<file path="src/hctg_pkg.sv">
// Hop channel table generator: shared types, constants and the channel fold.
// No dependencies; used by hop_channel_table_generator_unit.
`timescale 1ns / 1ps
`default_nettype none

package hctg_pkg;

  // List geometry: HOP_COUNT hop slots plus one bind slot.
  localparam logic [5:0] HOP_COUNT = 6'd47;
  localparam int unsigned LIST_DEPTH = 48;

  // Generator constants; only the low 16 bits reach a 16-bit state.
  localparam logic [31:0] LCG_MUL    = 32'h0019_660D;
  localparam logic [31:0] LCG_ADD    = 32'h3C6E_F35F;
  localparam logic [15:0] LCG_MUL_LO = LCG_MUL[15:0];
  localparam logic [15:0] LCG_ADD_LO = LCG_ADD[15:0];

  localparam logic [7:0] CHAN_MOD    = 8'h4B;
  localparam logic [6:0] BAND2_START = 7'd27;
  localparam logic [6:0] BAND3_START = 7'd53;
  localparam logic [4:0] BAND1_CAP   = 5'd16;
  localparam logic [4:0] BAND2_CAP   = 5'd15;
  localparam logic [4:0] BAND3_CAP   = 5'd16;
  localparam logic [6:0] MIN_SPACING = 7'd5;

  typedef enum logic [2:0] {
    ST_IDLE,
    ST_STEP,
    ST_SCREEN,
    ST_CHECK,
    ST_SCAN,
    ST_OUT_RD,
    ST_OUT_SHOW
  } state_t;

  // High byte mod 75, plus one: channel 1..75.
  function automatic logic [6:0] chan_of(input logic [7:0] hi);
    logic [7:0] r;
    if (hi >= 8'(3 * CHAN_MOD))      r = hi - 8'(3 * CHAN_MOD);
    else if (hi >= 8'(2 * CHAN_MOD)) r = hi - 8'(2 * CHAN_MOD);
    else if (hi >= CHAN_MOD)         r = hi - CHAN_MOD;
    else                             r = hi;
    return r[6:0] + 7'd1;
  endfunction

endpackage

`default_nettype wire

</file>
<file path="src/hop_channel_table_generator_unit.sv">
// Hop channel table generator, top level: sequencer, list memory, output stage.
// Depends on hctg_pkg.
`timescale 1ns / 1ps
`default_nettype none

// Channel | Ports                          | Item
// --------+--------------------------------+-------------------------------------
// input   | in_tvalid/in_tready/in_tdata   | transmitter_id
// output  | out_tvalid/out_tready/out_tdata| slot, channel (+ out_tlast = last)
//
// One id in, 48 items out (slots 0..47, bind slot last with tlast).
// Each candidate passes an LCG step, a fold and a screen; once the list is non-empty
// a candidate that passes the screen adds a duplicate scan through the list memory
// (cut short when a duplicate turns up early). A run also ends after 65536 rejected
// candidates in a row when the generator is stuck; each output item is then read from
// the list memory and shown.
// Not ready for a new id from acceptance until the tlast item is taken.
// Output stalls simply hold the current item. Reset: rst_n synchronous, low.
module hop_channel_table_generator_unit (
  input  wire logic        clk,
  input  wire logic        rst_n,
  input  wire logic        in_tvalid,
  output logic             in_tready,
  input  wire logic [15:0] in_tdata,   // [15:0] transmitter_id
  output logic             out_tvalid,
  input  wire logic        out_tready,
  output logic [15:0]      out_tdata,  // [5:0] slot, [12:6] channel, [15:13] zero
  output logic             out_tlast   // last
);

  hctg_pkg::state_t state_r, state_nxt;

  logic [15:0] lcg_r, lcg_nxt;
  logic [6:0]  cand_r, cand_nxt;
  logic [6:0]  prev_r, prev_nxt;
  logic [5:0]  fill_r, fill_nxt;
  logic [4:0]  n1_r, n1_nxt, n2_r, n2_nxt, n3_r, n3_nxt;
  logic [15:0] miss_r, miss_nxt;
  logic [5:0]  idx_r, idx_nxt;
  logic        pend_r, pend_nxt;
  logic [5:0]  slot_r, slot_nxt;

  // List memory: only slots below fill_r are ever written/trusted.
  logic [6:0]  mem [hctg_pkg::LIST_DEPTH];
  logic [6:0]  rd_r;
  logic [5:0]  mem_addr;
  logic        wr_en;

  logic [15:0] prod;
  logic [6:0]  chan_gap;
  logic        band_full, spacing_bad, issue, take, drop;

  // Multiplier for the generator step (low 16 bits kept).
  assign prod = lcg_r * hctg_pkg::LCG_MUL_LO;

  assign chan_gap = (cand_r > prev_r) ? cand_r - prev_r : prev_r - cand_r;
  assign spacing_bad = (fill_r != '0) && (chan_gap < hctg_pkg::MIN_SPACING);

  always_comb begin
    if (cand_r < hctg_pkg::BAND2_START)      band_full = (n1_r >= hctg_pkg::BAND1_CAP);
    else if (cand_r < hctg_pkg::BAND3_START) band_full = (n2_r >= hctg_pkg::BAND2_CAP);
    else                                     band_full = (n3_r >= hctg_pkg::BAND3_CAP);
  end

  assign issue    = (idx_r < fill_r);
  // Output states keep reading the current slot so a stalled item holds still.
  assign mem_addr = ((state_r == hctg_pkg::ST_OUT_RD) ||
                     (state_r == hctg_pkg::ST_OUT_SHOW)) ? slot_r : idx_r;

  always_ff @(posedge clk) begin
    if (wr_en) begin
      mem[fill_r] <= cand_r;
    end
    rd_r <= mem[mem_addr];
  end

  always_ff @(posedge clk) begin
    if (!rst_n) begin
      state_r <= hctg_pkg::ST_IDLE;
      lcg_r   <= '0;
      fill_r  <= '0;
      n1_r    <= '0;
      n2_r    <= '0;
      n3_r    <= '0;
      miss_r  <= '0;
      idx_r   <= '0;
      pend_r  <= 1'b0;
      slot_r  <= '0;
    end else begin
      state_r <= state_nxt;
      lcg_r   <= lcg_nxt;
      fill_r  <= fill_nxt;
      n1_r    <= n1_nxt;
      n2_r    <= n2_nxt;
      n3_r    <= n3_nxt;
      miss_r  <= miss_nxt;
      idx_r   <= idx_nxt;
      pend_r  <= pend_nxt;
      slot_r  <= slot_nxt;
    end
  end

  // Payload registers, no reset.
  always_ff @(posedge clk) begin
    cand_r <= cand_nxt;
    prev_r <= prev_nxt;
  end

  always_comb begin
    state_nxt  = state_r;
    lcg_nxt    = lcg_r;
    cand_nxt   = cand_r;
    prev_nxt   = prev_r;
    fill_nxt   = fill_r;
    n1_nxt     = n1_r;
    n2_nxt     = n2_r;
    n3_nxt     = n3_r;
    miss_nxt   = miss_r;
    idx_nxt    = idx_r;
    pend_nxt   = pend_r;
    slot_nxt   = slot_r;
    wr_en      = 1'b0;
    take       = 1'b0;
    drop       = 1'b0;
    in_tready  = 1'b0;
    out_tvalid = 1'b0;

    unique case (state_r)
      hctg_pkg::ST_IDLE: begin
        in_tready = 1'b1;
        if (in_tvalid) begin
          lcg_nxt   = ~in_tdata;
          fill_nxt  = '0;
          n1_nxt    = '0;
          n2_nxt    = '0;
          n3_nxt    = '0;
          miss_nxt  = '0;
          state_nxt = hctg_pkg::ST_STEP;
        end
      end
      hctg_pkg::ST_STEP: begin
        lcg_nxt   = prod + hctg_pkg::LCG_ADD_LO;
        state_nxt = hctg_pkg::ST_SCREEN;
      end
      hctg_pkg::ST_SCREEN: begin
        cand_nxt  = hctg_pkg::chan_of(lcg_r[15:8]);
        state_nxt = hctg_pkg::ST_CHECK;
      end
      hctg_pkg::ST_CHECK: begin
        if (spacing_bad || band_full) begin
          drop = 1'b1;
        end else if (fill_r == '0) begin
          take = 1'b1;
        end else begin
          idx_nxt   = '0;
          pend_nxt  = 1'b0;
          state_nxt = hctg_pkg::ST_SCAN;
        end
      end
      hctg_pkg::ST_SCAN: begin
        // Read at idx_r, compare the registered word in the next cycle.
        if (pend_r && (rd_r == cand_r)) begin
          drop = 1'b1;
        end else if (!issue && !pend_r) begin
          take = 1'b1;
        end else begin
          pend_nxt = issue;
          if (issue) begin
            idx_nxt = idx_r + 6'd1;
          end
        end
      end
      hctg_pkg::ST_OUT_RD: begin
        state_nxt = hctg_pkg::ST_OUT_SHOW;
      end
      hctg_pkg::ST_OUT_SHOW: begin
        out_tvalid = 1'b1;
        if (out_tready) begin
          if (slot_r == hctg_pkg::HOP_COUNT) begin
            state_nxt = hctg_pkg::ST_IDLE;
          end else begin
            slot_nxt  = slot_r + 6'd1;
            state_nxt = hctg_pkg::ST_OUT_RD;
          end
        end
      end
      default: state_nxt = hctg_pkg::ST_IDLE;
    endcase

    if (take) begin
      wr_en    = 1'b1;
      fill_nxt = fill_r + 6'd1;
      prev_nxt = cand_r;
      miss_nxt = '0;
      if (cand_r < hctg_pkg::BAND2_START)      n1_nxt = n1_r + 5'd1;
      else if (cand_r < hctg_pkg::BAND3_START) n2_nxt = n2_r + 5'd1;
      else                                     n3_nxt = n3_r + 5'd1;
      slot_nxt  = '0;
      state_nxt = (fill_r == hctg_pkg::HOP_COUNT - 6'd1) ? hctg_pkg::ST_OUT_RD
                                                          : hctg_pkg::ST_STEP;
    end
    if (drop) begin
      // A full generator period without acceptance ends the run.
      miss_nxt  = miss_r + 16'd1;
      slot_nxt  = '0;
      state_nxt = (miss_r == '1) ? hctg_pkg::ST_OUT_RD : hctg_pkg::ST_STEP;
    end
  end

  // Unfilled slots and the bind slot read as channel 0.
  assign out_tdata = {3'b000, ((slot_r < fill_r) ? rd_r : 7'd0), slot_r};
  assign out_tlast = (slot_r == hctg_pkg::HOP_COUNT);

  a_fill_bound: assert property (@(posedge clk) disable iff (!rst_n)
    fill_r <= hctg_pkg::HOP_COUNT)
    else $error("fill count past hop count");

  a_scan_bound: assert property (@(posedge clk) disable iff (!rst_n)
    (state_r == hctg_pkg::ST_SCAN) |-> (idx_r <= fill_r))
    else $error("scan index past fill count");

  a_sides_apart: assert property (@(posedge clk) disable iff (!rst_n)
    !(in_tready && out_tvalid))
    else $error("input ready while output item pending");

  a_last_idle: assert property (@(posedge clk) disable iff (!rst_n)
    (out_tvalid && out_tready && out_tlast) |=> in_tready)
    else $error("not idle after last item");

  a_write_new: assert property (@(posedge clk) disable iff (!rst_n)
    wr_en |=> (fill_r == $past(fill_r) + 6'd1))
    else $error("list write without fill advance");

endmodule

`default_nettype wire
</file>
<file path="config.mk">
export PLATFORM = sky130hd
export DESIGN_NAME = hop_channel_table_generator_unit
export DESIGN_NICKNAME = d
export VERILOG_FILES = /design/src/hctg_pkg.sv /design/src/hop_channel_table_generator_unit.sv
export SDC_FILE = /design/constraint.sdc
export NUM_CORES = 1
export LEC_CHECK = 0
export BUFFER_PORTS_ARGS = -buffer_cell sky130_fd_sc_hd__buf_2
export CAP_MARGIN = 20
export CORE_MARGIN = 5
export CORE_UTILIZATION = 57
export DETAILED_ROUTE_END_ITERATION = 8
export PLACE_DENSITY = 0.76
export SKIP_LAST_GASP = 1
export SYNTH_ARGS = -nofsm -noshare
export SYNTH_HDL_FRONTEND = slang
export SYNTH_SLANG_ARGS = --single-unit
export TNS_END_PERCENT = 5
</file>
<file path="constraint.sdc">
create_clock -name clk -period 4 [get_ports clk]
set_input_delay 0.6 -clock clk [delete_from_list [all_inputs] [get_ports clk]]
set_output_delay 0.6 -clock clk [all_outputs]
set_load 0.005 [all_outputs]
</file>
==> impl_results.md <==
- Result of the run: finished, violations left
- Violated checks: negative setup slack
- Setup crit end kind: flop
- Maximum number of pins on one net before global-route repair: 44
- TritonCTS Buffers: 43
- Routability Congestion: 0.8828
- Max-slew violation count: 0
- Hold WC Path Type: in -> reg
- Worst Hold Depth: 4
- # Max-Cap Violations: 0
- Post-synthesis cell type count: 71
- Post-synth top flop: sky130_fd_sc_hd__edfxtp_1
- Placed cells: 2111
- Filler Cells Inserted: 2540
- Final hold violations: 0
- First-pass GRT wire length: 77.00 mm
- TritonCTS clock tree: built
- Normalized max-slew margin: 49.23%
- Arrival time worst endpoint: 4.55 ns
- Share of the synthesized area in the top cell type: 50.43%
- Post-synthesis instance area: 20840 sq um
- Total number of vias: 13430
- Crit path setup slack, layout: -0.05914 ns
- Overall global routing resource usage: 24.04%
- Core Area: 36350 sq um
- Standby leakage power: 0.008989 uW
- Sequential cell area fraction in the yosys report: 57.73%
- Worst-path fanout max: 4
- Root buffer cell: sky130_fd_sc_hd__clkbuf_16
- Unrepaired setup endpoints after global routing: yes
- Start point of the worst min-delay path: in_tdata[7]
- Layout Area Growth over Synthesis: 15.51%
- Fraction of final layout cells sized beyond drive strength 1: 20.97%
- CTS Buffer Depth: 3
- Cells on worst reg2reg path: 19
- 1st-pass router iterations: 6
- Standard-cell row count: 70
- Peak ir drop on the vdd network: 1404 uV
- Cells taking the most area after synthesis: sky130_fd_sc_hd__edfxtp_1, sky130_fd_sc_hd__mux4_2, sky130_fd_sc_hd__dfxtp_1, sky130_fd_sc_hd__ha_1, sky130_fd_sc_hd__fa_1
- Insertion delay to the later sink of the worst-skew pair: 0.58 ns
- Reg2reg end: lcg_r[13]
- Count of final setup violators: 1
- I/O pin total: 39
- Detailed-route DRC error count: 0
- Routed wire length: 48.05 mm
- Clock transition at the register clock pins on the worst setup and hold paths after CTS: 0.06 ns
- Kind of start point of the critical path: flop
- Post-Place Setup Slack: -0.1130 ns
- GR Overflow Total: 0
- Sink of the worst hold path: lcg_r[7]
- Worst Max-Slew Pin Slew: 0.7597 ns
- Number of port buffers: 35
- Synthesized area per cell: 13.44 sq um
- Floorplan die height: 201.2 um
- Starting density of the core: 57.34%
- Most instantiated cells after synthesis: sky130_fd_sc_hd__edfxtp_1, sky130_fd_sc_hd__nor2_1, sky130_fd_sc_hd__nand2_1
- Number of nets with antenna violations after detailed routing: 0
- Via count of the first global-routing pass: 13840
- Source of the worst register-to-register timing path: lcg_r[5]
- First DRT Iteration DRCs: 1166
- Number of instances in the synthesized netlist: 1551
- Synth area leader: sky130_fd_sc_hd__edfxtp_1
- Number of warnings printed during yosys synthesis: 0
- Ant. Diodes: 0
- Initial antenna violation count: 0
- Power density of the placed cells: 648.6 nW/um^2
- Sinks on Clock Net: 426
- Post-synthesis register bit count: 426
- Number of H-tree levels: 2
- Number of synthesized flops with an enable pin: 350
- Highest clock frequency the design can meet: 0.2464 GHz
- Number of nets in the layout: 1851
- Routed wire length per instance: 21.90 um
- Period minus WS final: 4.059 ns
- Die span in x: 201.2 um
- Library cell with the highest instance count after synthesis: sky130_fd_sc_hd__edfxtp_1
- Crit share post-route: 101.5%
- Finished Layout Cells: 2194
- Setup slack of the most critical reg-to-reg path: -0.06 ns
- Full die area: 40490 sq um
- Worst path required time: 4.49 ns
- Crit Path Class: reg -> reg
- Via density per instance: 6.123
- HPWL Detailed: 32.44 mm
- Async SR Flop Fraction: 0%
- Setup clock skew after layout: 0.02104 ns
## worst max path at each step
stage	start	end	slack [ns]	cells after the start
after floorplan	lcg_r[5]	lcg_r[15]	0.00002	17
after global placement	lcg_r[5]	lcg_r[13]	-0.01	19
after detailed placement	lcg_r[5]	lcg_r[14]	-0.11	17
after CTS	lcg_r[0]	lcg_r[15]	-0.03	14
after global routing	lcg_r[5]	lcg_r[13]	-0.20	19
final	lcg_r[5]	lcg_r[13]	-0.06	19
## critical path, stage by stage, from the launching register on
cell and delay, ns:
sky130_fd_sc_hd__dfxtp_4 0.37, sky130_fd_sc_hd__ha_4 0.28, sky130_fd_sc_hd__ha_4 0.12, sky130_fd_sc_hd__ha_1 0.13
sky130_fd_sc_hd__inv_1 0.05, sky130_fd_sc_hd__fa_1 0.48, sky130_fd_sc_hd__inv_1 0.06, sky130_fd_sc_hd__fa_1 0.47
sky130_fd_sc_hd__inv_1 0.05, sky130_fd_sc_hd__fa_1 0.36, sky130_fd_sc_hd__inv_1 0.11, sky130_fd_sc_hd__ha_4 0.23
sky130_fd_sc_hd__and2_4 0.15, sky130_fd_sc_hd__a31oi_4 0.13, sky130_fd_sc_hd__o21ai_2 0.09, sky130_fd_sc_hd__o41ai_2 0.35
sky130_fd_sc_hd__buf_4 0.17, sky130_fd_sc_hd__xnor2_1 0.11, sky130_fd_sc_hd__nand2_1 0.10, sky130_fd_sc_hd__a21oi_2 0.17
## sequential cells by signal (all words and copies together) (netlist names), 3 cells and up
register,cells
mem,336
lcg_r,16
miss_r,16
cand_r,7
prev_r,7
rd_r,7
fill_r,6
idx_r,6
slot_r,6
n1_r,5
n2_r,5
n3_r,5
state_r,3
## kinds of logic after synthesis
| logic type | share of synthesized area (%) |
|---|---|
| flip-flops | 57.73 |
| XOR/XNOR | 2.353 |
| buffers and inverters | 2.954 |
| other | 0.01799 |
| AO/OA/AOI/OAI | 8.039 |
| multiplexers | 9.864 |
| adder cells (fa/ha/maj) | 9.558 |
| AND/OR/NAND/NOR | 9.486 |
## metrics by stage
step | instance area (sq um) | util [%] | hold slack [ns] | TNS, ns | power (uW)
2_1_floorplan | 20910 | - | 0.4232 | 0 | 9365
3_3_place_gp | 22380 | 61.57 | 0.4422 | -0.02555 | 10610
3_5_place_dp | 22380 | 61.57 | 0.4472 | -0.3088 | 10860
4_1_cts | 24060 | 66.20 | 0.3184 | -0.03147 | 15620
5_1_grt | 24070 | 66.23 | 0.3486 | -0.6172 | 16640
6_report | 24070 | 66.23 | 0.3423 | -0.05914 | 15610
## report_power, final
part / leakage (uW) / switching (uW) / internal (uW) / total (uW)
Clock: 0.000733 / 1740 / 2530 / 4270
Combinational: 0.00449 / 3290 / 2840 / 6130
Sequential: 0.00377 / 137 / 5070 / 5210
## layout make-up
| cell class | instances | area (sq um) | share of cell area (%) |
|---|---|---|---|
| Timing Repair Buffer | 159 | 1172 | 4.870 |
| Clock buffer | 54 | 1191 | 4.948 |
| Multi-Input combinational cell | 973 | 8428 | 35.01 |
| Tap cell | 468 | 585.6 | 2.432 |
| Inverter | 88 | 330.3 | 1.372 |
| Sequential cell | 426 | 12040 | 50.03 |
| Clock inverter | 26 | 322.8 | 1.341 |
## placed cells by master, fill, tap and decap left out, types with 6 or more instances in the layout
cell type                    synthesis  final
sky130_fd_sc_hd__a211o_1             9      9
sky130_fd_sc_hd__a21o_1             13     13
sky130_fd_sc_hd__a21oi_1            93     91
sky130_fd_sc_hd__a22oi_1            26     26
sky130_fd_sc_hd__a31oi_1            17     16
sky130_fd_sc_hd__and2_1             15     14
sky130_fd_sc_hd__and3_1             17     17
sky130_fd_sc_hd__buf_2              15     35
sky130_fd_sc_hd__buf_4               5    117
sky130_fd_sc_hd__bufinv_16           0      6
sky130_fd_sc_hd__clkbuf_16           0     45
sky130_fd_sc_hd__clkinv_2            0      9
sky130_fd_sc_hd__clkinvlp_4          0      6
sky130_fd_sc_hd__dfxtp_1            76     71
sky130_fd_sc_hd__edfxtp_1          350    350
sky130_fd_sc_hd__fa_1               32     32
sky130_fd_sc_hd__ha_1              108     97
sky130_fd_sc_hd__ha_4                0     10
sky130_fd_sc_hd__inv_1              84     79
sky130_fd_sc_hd__inv_2               4      9
sky130_fd_sc_hd__mux2i_1            13     10
sky130_fd_sc_hd__mux4_2             84     84
sky130_fd_sc_hd__nand2_1           110    110
sky130_fd_sc_hd__nand2b_1           11     11
sky130_fd_sc_hd__nand3_1            66     66
sky130_fd_sc_hd__nand3b_1            6      6
sky130_fd_sc_hd__nand4_1             8      8
sky130_fd_sc_hd__nor2_1            117    117
sky130_fd_sc_hd__nor3_1             23     23
sky130_fd_sc_hd__nor4b_1             7      7
sky130_fd_sc_hd__o211ai_1           21     21
sky130_fd_sc_hd__o21ai_0            25     22
sky130_fd_sc_hd__o21ai_1             8     10
sky130_fd_sc_hd__xnor2_1            35     35
sky130_fd_sc_hd__xor2_1             21     20
## what timing repair did
action | CTS | global route
gates resized for setup | 25 | 4
endpoints found under the setup margin | 3 | 4
pin swaps | 12 | 0
hold endpoints to repair | 0 | 0
setup buffers | 2 | 0
hold buffers | 0 | 0
## per-layer routing
metal  vias up  part of all wire [%]  track usage (%)  wire length [um]
met5         -                     0                0                 0
met4         0                   2.5            6.396              1195
met3        84                   7.3            4.384              3508
met2       498                    50            40.57             23940
met1      6745                    40            32.67             19400
li1       6106                     -                -                 -
No activity file was read; power rests on OpenSTA's default activity.
